### src/sv/abts_pkg.sv
// Package: transaction types, function and status codes for the tree store.
package abts_pkg;

  localparam int unsigned DefCapacity = 15;

  localparam logic [2:0] FUNC_INSERT = 3'd0;
  localparam logic [2:0] FUNC_REMOVE = 3'd1;
  localparam logic [2:0] FUNC_LEFT   = 3'd2;
  localparam logic [2:0] FUNC_RIGHT  = 3'd3;
  localparam logic [2:0] FUNC_SIB    = 3'd4;
  localparam logic [2:0] FUNC_PARENT = 3'd5;

  localparam logic [2:0] STAT_OK          = 3'd0;
  localparam logic [2:0] STAT_FULL        = 3'd1;
  localparam logic [2:0] STAT_EMPTY       = 3'd2;
  localparam logic [2:0] STAT_NOT_FOUND   = 3'd3;
  localparam logic [2:0] STAT_NO_RELATIVE = 3'd4;

  typedef struct packed {
    logic [2:0] func;
    logic [7:0] key;
  } req_t;

  typedef struct packed {
    logic [2:0] status;
    logic [7:0] relative;
    logic [3:0] node_count;
  } rsp_t;

endpackage

### src/sv/abts_ram.sv
// Generic single-port-write, single-port-read RAM with registered read data.
module abts_ram #(
  parameter int unsigned WIDTH = 8,
  parameter int unsigned DEPTH = 16,
  parameter int unsigned AW    = (DEPTH > 1) ? $clog2(DEPTH) : 1
) (
  input  logic             clk_i,
  input  logic             we_i,
  input  logic [AW-1:0]    waddr_i,
  input  logic [WIDTH-1:0] wdata_i,
  input  logic [AW-1:0]    raddr_i,
  output logic [WIDTH-1:0] rdata_o
);

  logic [WIDTH-1:0] mem_q [DEPTH];

  always_ff @(posedge clk_i) begin
    if (we_i) begin
      mem_q[waddr_i] <= wdata_i;
    end
    rdata_o <= mem_q[raddr_i];
  end

endmodule

### src/sv/array_binary_tree_store_top.sv
// Top level: level-order binary tree store with key scan and relative lookup.
//
//   channel   direction  handshake               payload
//   request   in         start, busy             req_i  (func, key)
//   result    out        done_o (one cycle)      rsp_o  (status, relative, node_count)
//
// Insert, remove, unknown codes and lookups on an empty tree: result in the cycle
// after acceptance, busy stays low. A lookup reads one slot per cycle from the
// registered-read node RAM, from slot 1 until the first match or the last filled
// slot, then on a match with a valid relative reads that slot too; busy high meanwhile.
// Reset clears the state, the node count and the result strobe; the RAM needs no clearing.
// The receiver cannot stall; each result is shown for exactly one cycle.
module array_binary_tree_store_top #(
  parameter int unsigned CAPACITY = abts_pkg::DefCapacity
) (
  input  logic          clk_i,
  input  logic          rst_ni,
  input  logic          start,
  output logic          busy,
  input  abts_pkg::req_t req_i,
  output logic          done_o,
  output abts_pkg::rsp_t rsp_o
);
  import abts_pkg::*;

  localparam int unsigned CW = $clog2(CAPACITY + 1);
  localparam int unsigned PW = CW + 1;
  localparam logic [CW-1:0] CapVal = CW'(CAPACITY);
  localparam logic [CW-1:0] One = CW'(1);

  typedef enum logic [2:0] {
    ST_IDLE = 3'b001,
    ST_SCAN = 3'b010,
    ST_REL  = 3'b100
  } state_e;

  state_e state_q, state_d;
  logic [CW-1:0] count_q, count_d;
  logic [CW-1:0] ptr_q, ptr_d;
  logic [2:0] func_q, func_d;
  logic [7:0] key_q, key_d;
  logic done_q, done_d;
  rsp_t rsp_q, rsp_d;

  logic we;
  logic [CW-1:0] waddr, raddr;
  logic [7:0] rdata;
  logic [PW-1:0] pos;
  logic pos_ok;
  logic [CW+3:0] cnt_ext;

  abts_ram #(
    .WIDTH(8),
    .DEPTH(CAPACITY + 1),
    .AW   (CW)
  ) u_node_ram (
    .clk_i  (clk_i),
    .we_i   (we),
    .waddr_i(waddr),
    .wdata_i(req_i.key),
    .raddr_i(raddr),
    .rdata_o(rdata)
  );

  always_comb begin
    case (func_q)
      FUNC_LEFT:  pos = {ptr_q, 1'b0};
      FUNC_RIGHT: pos = {ptr_q, 1'b1};
      FUNC_SIB: begin
        if (ptr_q == One) begin
          pos = '0;
        end else if (!ptr_q[0]) begin
          pos = {1'b0, ptr_q} + PW'(1);
        end else begin
          pos = {1'b0, ptr_q} - PW'(1);
        end
      end
      default:    pos = {1'b0, ptr_q} >> 1;
    endcase
    pos_ok = (pos != '0) && (pos <= {1'b0, count_q});
  end

  always_comb begin
    state_d = state_q;
    count_d = count_q;
    ptr_d   = ptr_q;
    func_d  = func_q;
    key_d   = key_q;
    done_d  = 1'b0;
    rsp_d   = rsp_q;
    we      = 1'b0;
    waddr   = count_q + One;
    raddr   = One;
    rsp_d.status   = STAT_OK;
    rsp_d.relative = '0;

    unique case (state_q)
      ST_IDLE: begin
        if (start) begin
          unique case (req_i.func)
            FUNC_INSERT: begin
              done_d = 1'b1;
              if (count_q == CapVal) begin
                rsp_d.status = STAT_FULL;
              end else begin
                we      = 1'b1;
                count_d = count_q + One;
              end
            end
            FUNC_REMOVE: begin
              done_d = 1'b1;
              if (count_q == '0) begin
                rsp_d.status = STAT_EMPTY;
              end else begin
                count_d = count_q - One;
              end
            end
            FUNC_LEFT, FUNC_RIGHT, FUNC_SIB, FUNC_PARENT: begin
              if (count_q == '0) begin
                done_d       = 1'b1;
                rsp_d.status = STAT_NOT_FOUND;
              end else begin
                state_d = ST_SCAN;
                ptr_d   = One;
                func_d  = req_i.func;
                key_d   = req_i.key;
              end
            end
            default: begin
              done_d = 1'b1;
            end
          endcase
        end
      end
      ST_SCAN: begin
        if (rdata == key_q) begin
          if (pos_ok) begin
            raddr   = pos[CW-1:0];
            state_d = ST_REL;
          end else begin
            done_d       = 1'b1;
            rsp_d.status = STAT_NO_RELATIVE;
            state_d      = ST_IDLE;
          end
        end else if (ptr_q == count_q) begin
          done_d       = 1'b1;
          rsp_d.status = STAT_NOT_FOUND;
          state_d      = ST_IDLE;
        end else begin
          ptr_d = ptr_q + One;
          raddr = ptr_q + One;
        end
      end
      ST_REL: begin
        done_d         = 1'b1;
        rsp_d.relative = rdata;
        state_d        = ST_IDLE;
      end
      default: begin
        state_d = ST_IDLE;
      end
    endcase

    cnt_ext          = {4'b0000, count_d};
    rsp_d.node_count = cnt_ext[3:0];
  end

  always_ff @(posedge clk_i or negedge rst_ni) begin
    if (!rst_ni) begin
      state_q <= ST_IDLE;
      count_q <= '0;
      done_q  <= 1'b0;
    end else begin
      state_q <= state_d;
      count_q <= count_d;
      done_q  <= done_d;
    end
  end

  always_ff @(posedge clk_i) begin
    ptr_q  <= ptr_d;
    func_q <= func_d;
    key_q  <= key_d;
    rsp_q  <= rsp_d;
  end

  assign busy   = (state_q != ST_IDLE);
  assign done_o = done_q;
  assign rsp_o  = rsp_q;

  a_done_idle: assert property (@(posedge clk_i) disable iff (!rst_ni)
    done_o |-> !busy)
    else $error("result strobe while a lookup is in progress");

  a_count_cap: assert property (@(posedge clk_i) disable iff (!rst_ni)
    count_q <= CapVal)
    else $error("node count exceeds capacity");

  a_scan_ptr: assert property (@(posedge clk_i) disable iff (!rst_ni)
    (state_q == ST_SCAN) |-> (ptr_q != '0) && (ptr_q <= count_q))
    else $error("scan pointer outside the filled slots");

  a_rel_done: assert property (@(posedge clk_i) disable iff (!rst_ni)
    (state_q == ST_REL) |=> done_o && (rsp_o.status == STAT_OK))
    else $error("relative read did not produce an ok result");

endmodule

### config.mk
export PLATFORM = sky130hd
export DESIGN_NAME = array_binary_tree_store_top
export DESIGN_NICKNAME = d
export VERILOG_FILES = /design/src/sv/abts_pkg.sv /design/src/sv/abts_ram.sv /design/src/sv/array_binary_tree_store_top.sv
export SDC_FILE = /design/constraint.sdc
export NUM_CORES = 1
export LEC_CHECK = 0
export BUFFER_PORTS_ARGS = -buffer_cell sky130_fd_sc_hd__buf_2
export CORE_MARGIN = 5
export CORE_UTILIZATION = 50
export DETAILED_ROUTE_END_ITERATION = 6
export PLACE_DENSITY = 0.75
export SLEW_MARGIN = 20
export SYNTH_ARGS = -nofsm -noshare
export SYNTH_HDL_FRONTEND = slang
export SYNTH_SLANG_ARGS = --single-unit
### constraint.sdc
create_clock -name clk_i -period 7 [get_ports clk_i]
set_input_delay 0.7 -clock clk_i [delete_from_list [all_inputs] [get_ports clk_i]]
set_output_delay 0.7 -clock clk_i [all_outputs]
set_load 0.005 [all_outputs]
; Yosys cells after proc, flatten, opt, wreduce, memory -nomap -nowiden
; Memory sizes are Yosys's and may differ from the RTL's. A register that Yosys moved wholly into a read port is not among the register bits.
; Cells that the tools add are included.
[op_classes]
add_sub_neg = 5
mux = 47
bitwise = 1
magnitude_cmp = 1
reduce_logical = 9
eq_ne = 22
[op_table]
columns = cell, count
row1 = two-way mux 4 bit, 13
row2 = two-way mux 3 bit, 8
row3 = one-hot mux 4 bit (2 select lines), 2
row4 = equality test 3 x 2 -> 1 bit (second input constant), 5
row5 = one-hot mux 5 bit (3 select lines), 1
row6 = two-way mux 1 bit, 13
row7 = equality test 3 bit (second input constant), 4
row8 = one-hot mux 3 bit (2 select lines), 2
row9 = two-way mux 5 bit, 2
row10 = adder 4 x 1 -> 4 bit (second input constant), 2
row11 = equality test 8 bit, 1
row12 = two-way mux 2 bit, 4
row13 = inequality test 2 bit (second input constant), 4
row14 = AND reduction 4 bit, 2
row15 = equality test 3 x 1 -> 1 bit (second input constant), 2
row16 = one-hot mux 2 bit (3 select lines), 1
row17 = AND reduction 6 bit, 1
row18 = adder 4 x 1 -> 5 bit (second input constant), 1
row19 = <= comparator 5 x 4 -> 1 bit, 1
row20 = nonzero test 5 bit, 1
row21 = subtractor 4 x 1 -> 5 bit (second input constant), 1
row22 = equality test 4 x 1 -> 1 bit (second input constant), 1
row23 = equality test 4 bit, 1
row24 = equality test 4 bit (second input constant), 1
row25 = 11 further kinds, 11
[word_totals]
ramBits = 128
reg_bits = 38
elab_cells = 95
out_inout_bits = 17
mem_count = 1
in_bits = 14
[memory_table]
columns = name, depth, word_bits, read_ports, rd_ports_with_merged_regs, wr, line
row1 = u_node_ram.mem_q, 16, 8, 1, 1, 1, abts_ram.sv:15  ; logic [WIDTH-1:0] mem_q [DEPTH];

; Depth between registers and ports, before layout
[depth]
word_depth = 9
mapped_depth = 16
ltp_nobuf = 14

; By module
; From an unflattened synthesis, not the netlist that was laid out.
[hier_totals]
hier_cells = 423
hier_area_um2 = 7219.4
[modules_own_cells]
columns = module, cells_per_inst, instances, seq_area_each_um2, area_each_um2
row1 = abts_ram, 229, 1, 4003.8, 5147.4
row2 = array_binary_tree_store_top, 194, 1, 952.2, 2072.0

; Least setup slack after synthesis
; OpenSTA, ideal clock, no wires.
[synth_path]
kind = reg-to-reg
startpoint = register ptr_q[1]
endpoint = register u_node_ram.rdata_o[6] (read register of u_node_ram.mem_q)
stages_incl_launch_ff = 17
path_buffers = 2
path_slack_ns = 3.718
arrival_ns = 3.151
required_ns = 6.870
synth_period_minus_slack_ns = 3.282
path_cell_list = edfxtp_1 -> buf_2 -> inv_1 -> ha_1 -> nor3b_1 -> nor2_2 -> o2bb2ai_2 -> ha_1 -> nor2b_1 -> o21bai_1 -> o2bb2ai_1 -> o2111ai_2 -> a21oi_4 -> buf_6 -> mux2_1 -> a22oi_1 -> nand4_1
[synth_via]
elab_chain_cells = 9
elab_cells_between_ends = 15
cone_classes = add/sub: 3 / order compare: 1 / eq/ne: 2 / mux: 7 / reduce/logical: 2
[synth_rtl]
columns = item, line
row1 = "start, declared", array_binary_tree_store_top.sv:39  ; logic [CW-1:0] ptr_q, ptr_d;
row2 = "start signal, assigned", array_binary_tree_store_top.sv:181  ; ptr_q <= ptr_d;
row3 = adder 4 x 1 -> 5 bit or subtractor 4 x 1 -> 5 bit (tied branches), "array_binary_tree_store_top.sv:73, array_binary_tree_store_top.sv:75"
row4 = two-way mux 5 bit, array_binary_tree_store_top.sv:72  ; end else if (!ptr_q[0]) begin
row5 = two-way mux 5 bit, array_binary_tree_store_top.sv:70  ; if (ptr_q == One) begin
row6 = one-hot mux 5 bit (3 select lines), array_binary_tree_store_top.sv:66  ; case (func_q)
row7 = <= comparator 5 x 4 -> 1 bit or nonzero test 5 bit (tied branches), array_binary_tree_store_top.sv:80  ; pos_ok = (pos != '0) && (pos <= {1'b0, count_q});
row8 = logical AND 1 bit, array_binary_tree_store_top.sv:80
row9 = two-way mux 4 bit, array_binary_tree_store_top.sv:137  ; if (pos_ok) begin
row10 = two-way mux 4 bit *, array_binary_tree_store_top.sv:136  ; if (rdata == key_q) begin
row11 = two-way mux 4 bit *, array_binary_tree_store_top.sv:97  ; unique case (state_q)
row12 = "end, declared", abts_ram.sv:12  ; output logic [WIDTH-1:0] rdata_o
; Mark *: on every way between the ends. The rest lies on a longest branch, timed or not.
; A chain may end at the register's enable or synchronous reset.

; Worst setup path after layout
[layout_path]
startpoint = register ptr_q[1]
endpoint = register u_node_ram.rdata_o[4] (read register of u_node_ram.mem_q)
; Same word-level chain as after synthesis.

==> results.env <==
TIMING_WORST_SLEW_PIN_VALUE_PS=953
START_UTIL_PCT=51.2
IO_BUFFER_COUNT=30
SYNTH.AREA.MUX_SHARE_PCT=10.5
ANTENNA_VIOLATIONS_BEFORE_REPAIR=0
WORST-SETUP-PATH-TYPE='flip-flop to flip-flop'
SYNTHARSTFLOPSHARE_PCT=4.60
FLOW.AREA_GROWTH_FROM_SYNTHESIS_PCT=11.1
TYPE_OF_ELEMENT_CAPTURING_THE_CRITICAL_PATH='flip-flop'
POST-PLACE-WS_PS=2780
UTILIZATION_PCT=56.9
HOLD_PATH_CLASS='input port to async pin'
LAYOUT.NETS=567
STD_CELL_ROWS=44
FINALWEIGHTEDCONGESTION=0.904
POST-ROUTE-WORST-SETUP-SLACK_PS=2700
SYNTH_AREA_UM2=7470
REG2REG_DEPTH=15
PLACEDINSTANCEAREA_UM2=7730
CRITICAL_PATH.MOST_COMMON_CELL='ha_1'
HPWL_MM=10.4
CLOCK-SKEW-FINAL_PS=13.7
DR.FIRST_ITER.DRC_COUNT=456
NUMBER_OF_SYNTHESIZED_FLOPS_WITH_AN_ENABLE_PIN=143
CLOCK_SINK_COUNT=174
VIAS_PER_CELL=6.07
STARTPOINT='ptr_q[1]'
WORST_SETUP_PATH_ENDPOINT='u_node_ram.rdata_o[4]'
SYNTH-COMPOUND-AREA-SHARE_PCT=8.44
FILLCELLCOUNT=1107
FINALSETUPTNS_PS=0
FIN_CRIT_SH_PCT=61.4
HOLD_VIOL_FINAL=0
ANTENNA_CELLS=0
CTSLONGESTPATHBUFFERS=2
OUTCOME='complete, no violations'
WORST-PATH-MAX-FANOUT=64
WORST_EP_REQUIRED_PS=7280
YS_DOMINANT_REG_CELL='edfxtp_1'
CRITICAL-PATH-MAX-STAGE-DELAY_PS=670
POWER.DENSITY_CELL_AREA_nW_PER_UM2=304
FF_LATCH_AREA_UM2=4960
PART_OF_THE_YOSYS_AREA_USED_FOR_SEQUENTIAL_ELEMENTS_PCT=66.3
FINALSETUPVIOLCOUNT=0
DIE_HEIGHT_UM=132
GRT_PASS1_WL_MM=24.8
COUNT_OF_SYNTHESIS_STAGE_WARNINGS_FROM_YOSYS=0
SYNTH_CELLS=511
YOSYS_REGISTER_BITS=174
RSZ0062_AT_GRT='false'
SYNTH_SIMPLE_GATE_AREA_SHARE_PCT=8.09
IOS=31
WORSTREG2REGSTART='ptr_q[1]'
MOST_FREQUENT_STANDARD_CELL_IN_THE_LAYOUT_EXCLUDING_FILL_AND_TAP_CELLS='edfxtp_1'
AVGSYNTHCELLAREA_UM2=14.6
GRT_START_MAX_NET_PINS=65
SYNTH_FA_HA_AREA_SHARE_PCT=2.18
YOSYS.CELL_TYPES.COUNT=58
TRITONCTS.NUM_BUFFERS=17
ANT_NETS=0
FIRSTDRTPASSITERS=5
CP-START-KIND='flip-flop'
ACHIEVABLE-FREQUENCY_GHz=0.233
POSTCTSHOLDBUFS=0
SLEW_HEADROOM_PCT=36.3
MAX-VDD-IR-DROP_uV=196
MIN_TCLK_POST_ROUTE_PS=4300
MAXCAPVIOLATIONS=0
REG2REG_TO='u_node_ram.rdata_o[4]'
PLACED_CELLS_INCL_TAPS=705
SLEW_VIOL_FINAL=0
WORSTSKEWPAIRLATENCY_PS=430
CLKSLEWWORSTSETUPHOLDPATHS_PS=70
GRT_USE_TOTAL_PCT=18.6
POSTSYNTHNETCOUNT=538
CP_CELL_SEQUENCE='inv_1 -> ha_1 -> nor3b_1 -> nor2_2 -> o2bb2ai_2 -> ha_1 -> nor2b_1 -> o21bai_1 -> o2bb2ai_1 -> o2111ai_2 -> a21oi_4 -> buf_4 -> mux2_2 -> a22oi_1 -> nand4_1'
CRIT_ARRIVAL_PS=4570
SYNTH_TOP_FAMILY_BY_AREA='multiplexers'
PLACEABLECOREAREA_UM2=14600
DIE_AREA_UM2=17500
MULTI_INPUT_LOGIC_AREA_UM2=2340
ROOT_BUFFER='clkbuf_16'
FINAL_LAYOUT_SIZE_SUFFIX_GT1_SHARE_PCT=20.6
SETUP.REG_TO_REG.WORST_SLACK_PS=2700
DRT-WIRELENGTH-PER-CELL_UM=21.8
WIRELENGTH_MM=16.1
FINISH.INSTANCE_AREA_UM2=8300
CTSHTREEMAXLEVEL=4
LAYOUT_COMMON_CELLS='edfxtp_1 (143), mux2_2 (42), a22oi_1 (38)'
POST_SYNTH_XOR_AREA_FRACTION_PCT=2.11
DIE_BOUNDARY_WIDTH_UM=132
CTS.REPAIR.RESIZED=0
POSTCTSSETUPBUFFERS=0
CELLLEAKAGEPOWER_nW=2.84
TRITONCTS_CLOCK_TREE='built'
FINISH.CELL_COUNT_WITHOUT_FILLERS=737
GRT.OVERFLOW.TOTAL=0
CRITPATHSLOWESTCELL='buf_4'
DRC=0
VIA_COUNT_OF_THE_FIRST_GLOBAL_ROUTING_PASS=4281
VIAS=4474
worst max-delay path, delay by kind of cell (launching register included):
| kind | cells | cell delay [ps] |
|---|---|---|
| simple gates | 4 | 770 |
| fa+ha+maj | 2 | 490 |
| flops | 1 | 520 |
| compound gates | 6 | 1060 |
| mux | 1 | 410 |
| buf+inv | 2 | 830 |
logic make-up (layout without fill, tap and decap cells):
kind of cell,after synthesis,after routing
compound gates,84,84
simple gates,119,119
fa+ha+maj,13,13
flops,174,174
xor+xnor,18,18
buf+inv,33,75
mux,70,70
registers in the layout (all words and copies together) (netlist names):
| name | count |
|---|---|
| key_q | 8 |
| count_q | 4 |
| u_node_ram.rdata_o | 8 |
| done_o | 1 |
| func_q | 3 |
| ptr_q | 4 |
| state_q | 3 |
| rsp_o | 15 |
| u_node_ram.mem_q | 128 |
power breakdown:
group,total (mW),switching (mW),internal (mW)
clock,0.907,0.417,0.490
sequential,1.24,0.0603,1.18
combinational,0.378,0.231,0.147
total,2.52,0.709,1.81
stage by stage:
stage | power [mW] | hold slack [ps]
2_1_floorplan | 1.52 | 404
3_3_place_gp | 1.61 | 491
3_5_place_dp | 1.63 | 463
4_1_cts | 2.52 | 101
5_1_grt | 2.62 | 109
6_report | 2.52 | 106
synthesized netlist by cell type (2+ instances only):
library cell / count / area (um^2)
a21oi_1: 9 / 45.0
a22oi_1: 38 / 285
a31oi_1: 4 / 25.0
a41o_1: 3 / 30.0
a41oi_1: 2 / 17.5
and2_1: 10 / 62.6
and3_1: 4 / 25.0
buf_2: 4 / 20.0
buf_6: 6 / 67.6
clkbuf_1: 10 / 37.5
dfrtp_1: 7 / 175
dfxtp_1: 23 / 460
edfxtp_1: 143 / 4290
ha_1: 13 / 163
inv_1: 11 / 41.3
mux2_1: 22 / 248
mux2_2: 42 / 473
mux2i_1: 6 / 60.1
nand2_1: 20 / 75.1
nand3_1: 6 / 30.0
nand4_1: 11 / 68.8
nor2_1: 37 / 139
nor2b_1: 2 / 12.5
nor3_1: 12 / 60.1
nor3b_1: 4 / 30.0
nor4_1: 3 / 18.8
o21ai_0: 8 / 40.0
o21bai_1: 3 / 22.5
o32ai_1: 3 / 26.3
xnor2_1: 14 / 123
xor2_1: 4 / 35.0
worst min path at each step:
stage | cells after the start | endpoint | slack (ps)
floorplan | 0 | count_q[0] | 400
global placement | 1 | rsp_o[7] | 490
detailed placement | 1 | rsp_o[8] | 460
CTS | 1 | count_q[0] | 100
global route | 1 | count_q[1] | 110
finish | 1 | count_q[0] | 110
routing by layer:
layer / wire [um] / GRT usage, % / vias up
met4: 184 / 4.86 / 0
met2: 7830 / 29.8 / 176
met1: 7020 / 25.4 / 2247
li1: - / - / 2032
met3: 1040 / 4.92 / 19
met5: 0 / 0 / -
cell type report:
type	instances	share of cell area (%)
Tap cell	184	2.77
Clock inverter	13	1.43
Multi-Input combinational cell	304	28.1
Inverter	11	0.497
Timing Repair Buffer	32	1.99
Clock buffer	19	5.47
Sequential cell	174	59.7
Note: power is estimated with default switching activity, not from simulation.
